## config.mk

```make
export PLATFORM = sky130hd
export DESIGN_NAME = goto_packet_deframer
export DESIGN_NICKNAME = d
export VERILOG_FILES = /design/src/sv/gpd_pkg.sv /design/src/sv/goto_packet_deframer.sv /design/src/sv/gpd_parser.sv
export SDC_FILE = /design/constraint.sdc
export NUM_CORES = 1
export LEC_CHECK = 0
export ABC_AREA = 1
export ABC_CLOCK_PERIOD_IN_PS = 6680
export BUFFER_PORTS_ARGS = -buffer_cell sky130_fd_sc_hd__buf_2
export CAP_MARGIN = 20
export CORE_ASPECT_RATIO = 2
export CORE_UTILIZATION = 50
export DETAILED_ROUTE_END_ITERATION = 10
export PLACE_DENSITY = 0.75
export REMOVE_ABC_BUFFERS = 1
export SYNTH_ARGS = -nofsm -noshare
export SYNTH_HDL_FRONTEND = slang
export SYNTH_SLANG_ARGS = --single-unit
```

## constraint.sdc

```tcl
create_clock -name clk -period 6.68 [get_ports clk]
set_clock_uncertainty 0.05 [all_clocks]
set_input_delay 1.336 -clock clk [delete_from_list [all_inputs] [get_ports clk]]
set_output_delay 1.336 -clock clk [all_outputs]
set_load 0.01 [all_outputs]
```

## src/sv/gpd_pkg.sv

```systemverilog
// Package for the goto packet deframer.
// Holds the request types of both channels, result codes, protocol constants and the declination check.
// Used by every module of the block; depends on nothing.
package gpd_pkg;

	// Result codes carried in event_kind.
	localparam logic EVT_GOTO       = 1'b0;
	localparam logic EVT_LINK_ERROR = 1'b1;

	// Fixed protocol constants.
	localparam int unsigned HDR_LEN       = 4;
	localparam int unsigned GOTO_LEN      = 20;
	localparam logic [15:0] GOTO_KIND     = 16'd0;
	localparam logic [31:0] DEC_LIMIT     = 32'h4000_0000;

	typedef struct packed {
		logic [7:0] data_byte;
		logic       connection_start;
	} in_req_t;

	typedef struct packed {
		logic               event_kind;
		logic        [31:0] ra_angle;
		logic signed [31:0] dec_angle;
	} out_req_t;

	// Declination limited to plus or minus a quarter turn, both ends included.
	function automatic logic dec_in_range(input logic [31:0] d);
		logic [31:0] mag;
		begin
			mag = d[31] ? (32'd0 - d) : d;
			return mag <= DEC_LIMIT;
		end
	endfunction

endpackage

```

## src/sv/goto_packet_deframer.sv

```systemverilog
// Top level of the goto packet deframer: input register, parser and result register.
// Depends on gpd_pkg and gpd_parser.
// Instantiates the parser between the two handshake registers.

// The deframer takes one byte of a little-endian, length-prefixed packet stream
// per request and returns a result only for a well-formed goto packet (length 20,
// type 0, declination within a quarter turn) or for a header whose length lies
// outside 4 to MAX_PACKET_LENGTH, after which the link is ignored until a byte
// arrives with connection_start set. A byte accepted into the input register sits
// there while the parser works on it, and its result, if any, is loaded into the
// result register when the parser advances, which a stalled result can delay. A
// new byte is accepted every cycle; the only thing that holds the input back is a
// result that waits in the output register while the consumer stalls, and then
// the input register also holds one byte.
module goto_packet_deframer #(
	parameter int unsigned MAX_PACKET_LENGTH = 4096
) (
	input  logic              clk,
	input  logic              arst_n,
	input  logic              item_valid,
	output logic              item_stall,
	input  gpd_pkg::in_req_t  item,
	output logic              result_valid,
	input  logic              result_stall,
	output gpd_pkg::out_req_t result
);
	import gpd_pkg::*;

	logic      valid_s1;
	in_req_t   req_s1;
	logic      advance;
	logic      accept;
	logic      emit;
	out_req_t  rsp;
	logic      result_valid_q;
	out_req_t  result_q;

	// The parser moves forward whenever the result register is free or is
	// being emptied in this cycle.
	assign advance    = !result_valid_q || !result_stall;
	assign item_stall = valid_s1 && !advance;
	assign accept     = item_valid && !item_stall;

	always_ff @(posedge clk or negedge arst_n) begin
		if (!arst_n) begin
			valid_s1 <= 1'b0;
		end else if (accept) begin
			valid_s1 <= 1'b1;
		end else if (advance) begin
			valid_s1 <= 1'b0;
		end
	end

	always_ff @(posedge clk) begin
		if (accept) begin
			req_s1 <= item;
		end
	end

	gpd_parser #(
		.MAX_PACKET_LENGTH(MAX_PACKET_LENGTH)
	) u_parser (
		.clk   (clk),
		.arst_n(arst_n),
		.step  (valid_s1 && advance),
		.req   (req_s1),
		.emit  (emit),
		.rsp   (rsp)
	);

	always_ff @(posedge clk or negedge arst_n) begin
		if (!arst_n) begin
			result_valid_q <= 1'b0;
		end else if (advance) begin
			result_valid_q <= valid_s1 && emit;
		end
	end

	always_ff @(posedge clk) begin
		if (advance && valid_s1 && emit) begin
			result_q <= rsp;
		end
	end

	assign result_valid = result_valid_q;
	assign result       = result_q;

endmodule

```

## src/sv/gpd_parser.sv

```systemverilog
// Byte parser of the goto packet deframer: header, capture and link state.
// Advances one byte per enabled cycle and reports an optional result.
// Depends on gpd_pkg.
module gpd_parser #(
	parameter int unsigned MAX_PACKET_LENGTH = 4096
) (
	input  logic             clk,
	input  logic             arst_n,
	input  logic             step,
	input  gpd_pkg::in_req_t req,
	output logic             emit,
	output gpd_pkg::out_req_t rsp
);
	import gpd_pkg::*;

	localparam int unsigned POS_W = $clog2(MAX_PACKET_LENGTH);
	localparam logic [16:0] MAX_LEN = 17'(MAX_PACKET_LENGTH);

	localparam logic [POS_W-1:0] POS_LEN_LO  = POS_W'(0);
	localparam logic [POS_W-1:0] POS_LEN_HI  = POS_W'(1);
	localparam logic [POS_W-1:0] POS_KIND_LO = POS_W'(2);
	localparam logic [POS_W-1:0] POS_KIND_HI = POS_W'(3);
	localparam logic [POS_W-1:0] POS_RA_LO   = POS_W'(12);
	localparam logic [POS_W-1:0] POS_RA_HI   = POS_W'(15);
	localparam logic [POS_W-1:0] POS_DEC_LO  = POS_W'(16);
	localparam logic [POS_W-1:0] POS_DEC_HI  = POS_W'(19);

	logic [POS_W-1:0] pos_q, pos_c, pos_d;
	logic [7:0]       len_lo_q, len_lo_c, len_lo_d;
	logic [15:0]      plen_q, plen_c, plen_d;
	logic [15:0]      kind_q, kind_c, kind_d;
	logic [31:0]      ra_q, ra_c, ra_d;
	logic [31:0]      dec_q, dec_c, dec_d;
	logic             closed_q, closed_c, closed_d;
	logic             pkt_end;
	logic [7:0]       b;

	assign b = req.data_byte;

	always_comb begin
		// A new connection clears everything before the byte is parsed.
		if (req.connection_start) begin
			pos_c    = '0;
			len_lo_c = '0;
			plen_c   = '0;
			kind_c   = '0;
			ra_c     = '0;
			dec_c    = '0;
			closed_c = 1'b0;
		end else begin
			pos_c    = pos_q;
			len_lo_c = len_lo_q;
			plen_c   = plen_q;
			kind_c   = kind_q;
			ra_c     = ra_q;
			dec_c    = dec_q;
			closed_c = closed_q;
		end

		pos_d    = pos_c;
		len_lo_d = len_lo_c;
		plen_d   = plen_c;
		kind_d   = kind_c;
		ra_d     = ra_c;
		dec_d    = dec_c;
		closed_d = closed_c;
		emit     = 1'b0;
		pkt_end  = 1'b0;
		rsp      = '{event_kind: EVT_GOTO, ra_angle: '0, dec_angle: '0};

		if (!closed_c) begin
			if (pos_c == POS_LEN_LO) begin
				len_lo_d = b;
			end else if (pos_c == POS_LEN_HI) begin
				plen_d = {b, len_lo_c};
			end else if (pos_c == POS_KIND_LO) begin
				kind_d = {8'd0, b};
			end else if (pos_c == POS_KIND_HI) begin
				kind_d = {b, kind_c[7:0]};
			end else if (pos_c >= POS_RA_LO && pos_c <= POS_RA_HI) begin
				ra_d[pos_c[1:0]*8 +: 8] = b;
			end else if (pos_c >= POS_DEC_LO && pos_c <= POS_DEC_HI) begin
				dec_d[pos_c[1:0]*8 +: 8] = b;
			end

			pkt_end = (pos_c >= POS_KIND_HI) &&
				(17'(pos_c) + 17'd1 >= {1'b0, plen_c});

			if (pos_c == POS_KIND_HI &&
					(plen_c < 16'(HDR_LEN) || {1'b0, plen_c} > MAX_LEN)) begin
				// Bad length: report once and ignore the link until reconnect.
				closed_d = 1'b1;
				pos_d    = '0;
				emit     = 1'b1;
				rsp.event_kind = EVT_LINK_ERROR;
			end else if (pkt_end) begin
				pos_d = '0;
				// The angles go out with the last byte folded in, then the
				// captures start over for the next packet.
				if (plen_c == 16'(GOTO_LEN) && kind_d == GOTO_KIND &&
						dec_in_range(dec_d)) begin
					emit          = 1'b1;
					rsp.ra_angle  = ra_d;
					rsp.dec_angle = dec_d;
				end
				ra_d  = '0;
				dec_d = '0;
			end else begin
				pos_d = pos_c + POS_W'(1);
			end
		end
	end

	always_ff @(posedge clk or negedge arst_n) begin
		if (!arst_n) begin
			pos_q    <= '0;
			len_lo_q <= '0;
			plen_q   <= '0;
			kind_q   <= '0;
			ra_q     <= '0;
			dec_q    <= '0;
			closed_q <= 1'b0;
		end else if (step) begin
			pos_q    <= pos_d;
			len_lo_q <= len_lo_d;
			plen_q   <= plen_d;
			kind_q   <= kind_d;
			ra_q     <= ra_d;
			dec_q    <= dec_d;
			closed_q <= closed_d;
		end
	end

endmodule

```

Word-level counts from Yosys, hierarchy flattened
Index checks and enable logic that the tools add are counted.

Order comparisons: 9. Multiply operators: 0. Bitwise logic cells: 2. Multiplexer cells: 50. Shift-type cells: 2. Add/sub/neg operators: 4. Equality and inequality tests: 4. Divide/modulo/power cells: 0. Reductions and logical operators: 21.

Operators with widths (count): $mux 32 (21); $mux 16 (11); $bwmux 32 (2); $mux 12 (4); $neg 5->34 (1); $shift 8x34->32 const A (1); $shiftx 8x34->32 (1); $le 32x31->1 const B (1); $sub 1x32->32 const A (1); $eq 12x2->1 const B (2); $mux 8 (3); $ge 17x16->1 (1); $eq 16x5->1 const B (1); $gt 16x13->1 const B (1); $logic_not 16->1 (1); $lt 16x3->1 const B (1); $add 12x1->13 const B (1); $add 12x1->12 const B (1); $eq 12x1->1 const B (1); $ge 12x2->1 const B (1); $ge 12x4->1 const B (1); $ge 12x5->1 const B (1); $le 12x4->1 const B (1); $le 12x5->1 const B (1); 8 further kinds (31).

Memory bits (read-only): 0. Memory bits (writable): 0. Input bits: 13. Latch bits: 0. Memories kept: 0. Word-level logic and storage cells: 106. Flip-flop bits (word level): 193.

Depth between registers and ports, before layout
Depth after elaboration: 20. Mapped depth: 28.

Cells and area by module
From an unflattened synthesis, not the netlist that was laid out.

Cell total of the unflattened synthesis: 1366. Area total of the unflattened synthesis: 11285.8 µm².

Modules (own cells, without submodules): gpd_parser (area an instance 8956.1 µm², cells an instance 1277, sequential area each 2927.8 µm², instances 1); goto_packet_deframer (area an instance 2329.7 µm², cells an instance 89, sequential area each 2272.2 µm², instances 1).

Least setup slack after synthesis
OpenSTA, ideal clock, no wires.

Path kind: register to register. Start point: register req_s1[0] in the netlist's numbering. End point: register result_q, in the netlist result[0] (enable). Arrival time: 5073 ps. Data required time: 6211 ps. Library setup time: 419 ps. Stages on the path, launching flop included: 24. Path slack: 1138 ps. Cell sequence: edfxtp_1 -> buf_4 -> clkbuf_1 -> clkbuf_1 -> nor2_1 -> inv_1 -> nor3_1 -> nand3_1 -> nor3_1 -> nand3_1 -> nor3_1 -> xor2_1 -> inv_1 -> ha_1 -> nand3_1 -> o41ai_1 -> a21oi_1 -> nor2_1 -> nand2_1 -> nor3_2 -> nand2_1 -> nand2_1 -> nand2_1 -> inv_1.

Cells in the longest elaborated chain, start to end: 20. Elaborated cells between the ends (all ways): 51. Classes of those cells: add/sub (3); order compare (9); eq/ne (4); shift (2); mux (23); reduce/logical (10).

Ends and longest elaborated chain: from (decl) (RTL line goto_packet_deframer.sv:30) `in_req_t req_s1;`; from (signal assigned) (RTL line goto_packet_deframer.sv:56) `req_s1 <= item;`; $mux 12 (RTL line gpd_parser.sv:42) `if (req.connection_start) begin`; $neg 5->34 (RTL line gpd_parser.sv:83) `dec_d[pos_c[1:0]*8 +: 8] = b;`; $shiftx 8x34->32 / $shift 8x34->32 (equally long branches) (RTL line gpd_parser.sv:83); $bwmux 32 (RTL line gpd_parser.sv:83); $mux 32 (RTL line gpd_parser.sv:82) `end else if (pos_c >= POS_DEC_LO && pos_c <= POS_DEC_HI) begin`; $mux 32 (RTL line gpd_parser.sv:80) `end else if (pos_c >= POS_RA_LO && pos_c <= POS_RA_HI) begin`; $mux 32 (RTL line gpd_parser.sv:78) `end else if (pos_c == POS_KIND_HI) begin`; $mux 32 (RTL line gpd_parser.sv:76) `end else if (pos_c == POS_KIND_LO) begin`; [4 not listed]; $mux 32 (RTL line gpd_pkg.sv:31) `mag = d[31] ? (32'd0 - d) : d;`; $le 32x31->1 (RTL line gpd_pkg.sv:32) `return mag <= DEC_LIMIT;`; $logic_and 1x1->1 (RTL line gpd_parser.sv:100) `if (plen_c == 16'(GOTO_LEN) && kind_d == GOTO_KIND &&`; $mux 1 (RTL line gpd_parser.sv:100); $mux 1 (RTL line gpd_parser.sv:96) `end else if (pkt_end) begin`; $mux 1 (RTL line gpd_parser.sv:89) `if (pos_c == POS_KIND_HI &&`; $mux 1 (*) (RTL line gpd_parser.sv:71) `if (!closed_c) begin`; $logic_and 1x1->1 (*) (RTL line goto_packet_deframer.sv:80) `if (advance && valid_s1 && emit) begin`; to (signal assigned) (RTL line goto_packet_deframer.sv:81) `result_q <= rsp;`; to (decl) (RTL line goto_packet_deframer.sv:36) `out_req_t result_q;`.

Every way passes the cells marked *; elsewhere a longest branch is shown, timed or not. The select of a mux whose other input is x is not followed. A chain may end at the register's enable or synchronous reset.

Worst setup path after layout
Start point: register req_s1[0] in the netlist's numbering. End point: register result_q, in the netlist result[24] (data pin).

Cells in the longest elaborated chain, start to end: 17. Elaborated cells between the ends (all ways): 49. Classes of those cells: add/sub (3); order compare (9); eq/ne (4); shift (2); mux (19); bitwise (2); reduce/logical (10).

Ends and longest elaborated chain: $mux 12 (RTL line gpd_parser.sv:42); $neg 5->34 (RTL line gpd_parser.sv:83); $shiftx 8x34->32 / $shift 8x34->32 (equally long branches) (RTL line gpd_parser.sv:83); $bwmux 32 (RTL line gpd_parser.sv:83); $mux 32 (RTL line gpd_parser.sv:82); $mux 32 (RTL line gpd_parser.sv:80); $mux 32 (RTL line gpd_parser.sv:78); $mux 32 (RTL line gpd_parser.sv:76); $mux 32 (RTL line gpd_parser.sv:74) `end else if (pos_c == POS_LEN_HI) begin`; $mux 32 (RTL line gpd_parser.sv:72) `if (pos_c == POS_LEN_LO) begin`; $mux 32 (RTL line gpd_parser.sv:71); $sub 1x32->32 (RTL line gpd_pkg.sv:31); $mux 32 (RTL line gpd_pkg.sv:31); $le 32x31->1 (RTL line gpd_pkg.sv:32); $logic_and 1x1->1 (RTL line gpd_parser.sv:100); $not 1->1 (no source line); $reduce_or 4->1 (no source line).

Parallel ways exist; a longest one is shown, timed or not. The select of a mux whose other input is x is not followed.

==> results by group <==
Clock tree
  • Post CTS Setup Buffer Count: 0
  • Clock sinks: between 150 and 200
  • Skew-Pair Late Insertion Delay: about 0.45 ns
  • Reg clk slew, reported paths: ~0.07 ns
  • H-tree depth: 4
  • Cts bufs inserted: 17
  • CTS hold repair buffers: 0
  • Clk root buf: clkbuf_16
  • CTS Buffer Depth: 2
  • Post-CTS Resized: 0
  • CTS tree: done

Cells and area
  • N_diodes: 0
  • Commonest cells after routing, fill and taps aside: 298 x nand2_1, 180 x inv_1, 142 x nor2_1
  • Finished Cell Area: 11700 sq um
  • Area Growth Syn to Fin: 9.59%
  • Commonest non-fill, non-tap cell in the layout: nand2_1
  • Fill cell count: about 2000
  • Layout Nets: roughly 1400
  • Share of layout cells above drive strength 1: 0.123
  • Final Util: 0.557

GRT
  • GRT Total Usage: 0.269
  • Initial antenna violation count: 0
  • Largest net degree at the start of global routing: 68
  • First-pass GRT wire length: about 45 mm
  • Vias in the first global route: ~9000
  • Grt total ovfl: 0

Floorplan
  • Site Rows: 75
  • Die area: around 22000 sq um
  • Initial core utilization: 0.509
  • Core Footprint: between 20000 and 25000 sq um
  • Die H: roughly 210 microns
  • I/O Pins: 80
  • Die width: ~110 microns

Setup path
  • Crit path cell chain: inv_2 -> nand2_1 -> ha_1 -> nor2_1 -> nand3_1 -> nor2_1 -> a21oi_1 -> o21ai_1 -> o21ai_1 -> nand2_1 -> nor2_1 -> nand3_1 -> nand2_1 -> nand2_1 -> nand2_1 -> nand2_2 -> nand3_4 -> nor2_1
  • Slowest library cell on the worst path: ha_1
  • Crit start category: flip-flop
  • CP max FO: 64
  • Element type at the critical path end: flip-flop
  • Worst EP arrival: between 5 and 6 ns
  • Critical path type: reg -> reg
  • Slowest stage delay, CP: approximately 0.77 ns
  • Crit path top cell by count: nand2_1
  • Crit path required time: roughly 6.9 ns

Run
  • Max-Cap Viols: 0

Worst hold path
  • HP Class: reg -> reg

Place
  • DP HPWL: between 15 and 20 mm
  • IO buf count: 79
  • Area after DPL: approximately 11000 sq um
  • DP Worst Slack: roughly 1.0 ns
  • GP Congestion: between 0.9 and 1

Synth
  • Register bit count reported by yosys: approximately 190
  • EDFF count, synth: 74
  • Syn Inst Count: approximately 1300
  • Avg Cell Area, Syn: roughly 8.0 sq um
  • Top_reg_cell synth: dfrtp_1
  • Area of the mapped netlist: 10600 sq um
  • Synth area leaders: dfrtp_1 28%, edfxtp_1 21%, nand2_1 11%, inv_1 6.4%, nor2_1 5.0%
  • Warnings from Yosys: 0
  • Post-synthesis cell type count: 47
  • Top-area cell type share of the netlist area: 0.280
  • Sequential area share after synthesis: 0.489
  • Post-synth ARST share: 0.617
  • Dominant cell type by area after synthesis: dfrtp_1

Routing
  • Initial DRC count: between 500 and 600
  • First-pass iteration count of the detailed router: 5
  • DRC viols: 0
  • Vias per cell: about 5.5
  • Via count: around 9000
  • Drt total wl: 27.8 mm
  • Antenna-violating nets left: 0
  • DR WL/cell: about 17 microns

STA
  • Measured slew at the worst slew-check pin: 0.947 ns
  • Fin crit share: 0.863
  • Final min period: between 5 and 6 ns
  • Final Setup Violations: 0
  • Hold Vio Cnt, Final: 0
  • Final worst slack: between 0.9 and 1 ns
  • Setup TNS: 0 ns
  • Max_slew headroom: 0.367
  • Unrepaired setup endpoints after global routing: false
  • F_max: 174 MHz
  • Max-slew violation count: 0
  • Fin Hold WS: 0.429 ns

Power
  • Pleak: 0.00506 uW
  • Max IR drop VDD: between 0.15 and 0.2 mV
  • Power Density: ~240 nW/um^2

Outcome
  • Status: finished clean
## cells by family (layout without fill, tap and decap cells)
family | after synthesis | in the layout | share of synthesized area
XOR/XNOR | 7 | 7 | 0.00576
multiplexers | 2 | 2 | 0.00188
flip-flops | 193 | 193 | 0.489
adder cells (fa/ha/maj) | 18 | 18 | 0.0212
buffers and inverters | 257 | 311 | 0.0979
AND/OR/NAND/NOR | 601 | 601 | 0.247
AO/OA/AOI/OAI | 249 | 249 | 0.138
## worst paths after layout
kind	end	start	slack [ns]	depth (start not counted)
min	u_parser.plen_q[10]	u_parser.plen_q[10]	0.43	2
max reg2reg	result[24]	req_s1[0]	0.92	18
max in group asynchronous	u_parser.ra_q[18]	arst_n	4.32	2
min reg2reg	u_parser.plen_q[10]	u_parser.plen_q[10]	0.43	2
min in group asynchronous	u_parser.plen_q[8]	arst_n	0.88	1
max	result[24]	req_s1[0]	0.92	18
## area by class of cell
| cell class | count | area [sq um] | area share |
|---|---|---|---|
| clock buffers | 20 | 437 | 0.0374 |
| clock inverters | 12 | 93.8 | 0.00805 |
| inverters | 190 | 713 | 0.0611 |
| multi-input cells | 877 | 4410 | 0.378 |
| flip-flops and latches | 193 | 5200 | 0.446 |
| well taps | 269 | 337 | 0.0289 |
| repair buffers | 89 | 473 | 0.0405 |
## flip-flops by register name (all words and copies together) (netlist names)
name,count
result_valid,1
u_parser.len_lo_q,8
u_parser.pos_q,12
req_s1,9
result,65
u_parser.kind_q,16
u_parser.plen_q,16
u_parser.ra_q,32
valid_s1,1
u_parser.dec_q,32
u_parser.closed_q,1
## report_power, final
group          internal, uW  switching (uW)
logic                   152             380
registers              1310            50.7
clock network           507             443
## worst max-delay path, delay by kind of cell, from the launching register on
kind / cells / cell delay [ns]
adders and majority gates: 1 / 0.77
buffers and inverters: 1 / 0.48
AOI/OAI and AO/OA: 3 / 0.37
and+or+nand+nor: 13 / 3.35
DFF: 1 / 0.49
## metrics by stage
stage,cells,power (uW)
after detailed placement,1618,1900
after global placement,1618,1890
final,1650,2840
after CTS,1650,2850
after floorplan,1260,1730
after global routing,1650,2970
## synth_stat cells (2+ instances only)
master,number
o22a_1,7
inv_1,181
a21oi_1,45
xor2_1,6
dfrtp_1,119
mux2i_1,2
clkbuf_1,42
nor3_1,12
nand2_1,299
nand2_2,2
o32ai_1,4
nor2_1,143
a22oi_1,11
buf_4,2
nand3_2,2
clkinv_1,5
o22ai_1,51
buf_2,8
o21ai_2,3
edfxtp_1,74
buf_6,8
o21ai_1,15
nor2_4,3
a22o_1,6
nand4_1,37
a31oi_1,4
nor3_2,2
nand3_4,2
inv_2,4
buf_1,7
nor2_2,33
o21ai_0,87
nand3_1,59
ha_1,18
o31ai_1,9
nor4_1,4
## metal layers
layer  vias up  track usage  wire, microns
li1       4473            -              -
met1      4252        0.282           9820
met2       292        0.480          14800
met3       109       0.0426           1260
met4         0        0.200           1940
met5         -            0              0
Note: power is estimated with default switching activity, not from simulation.
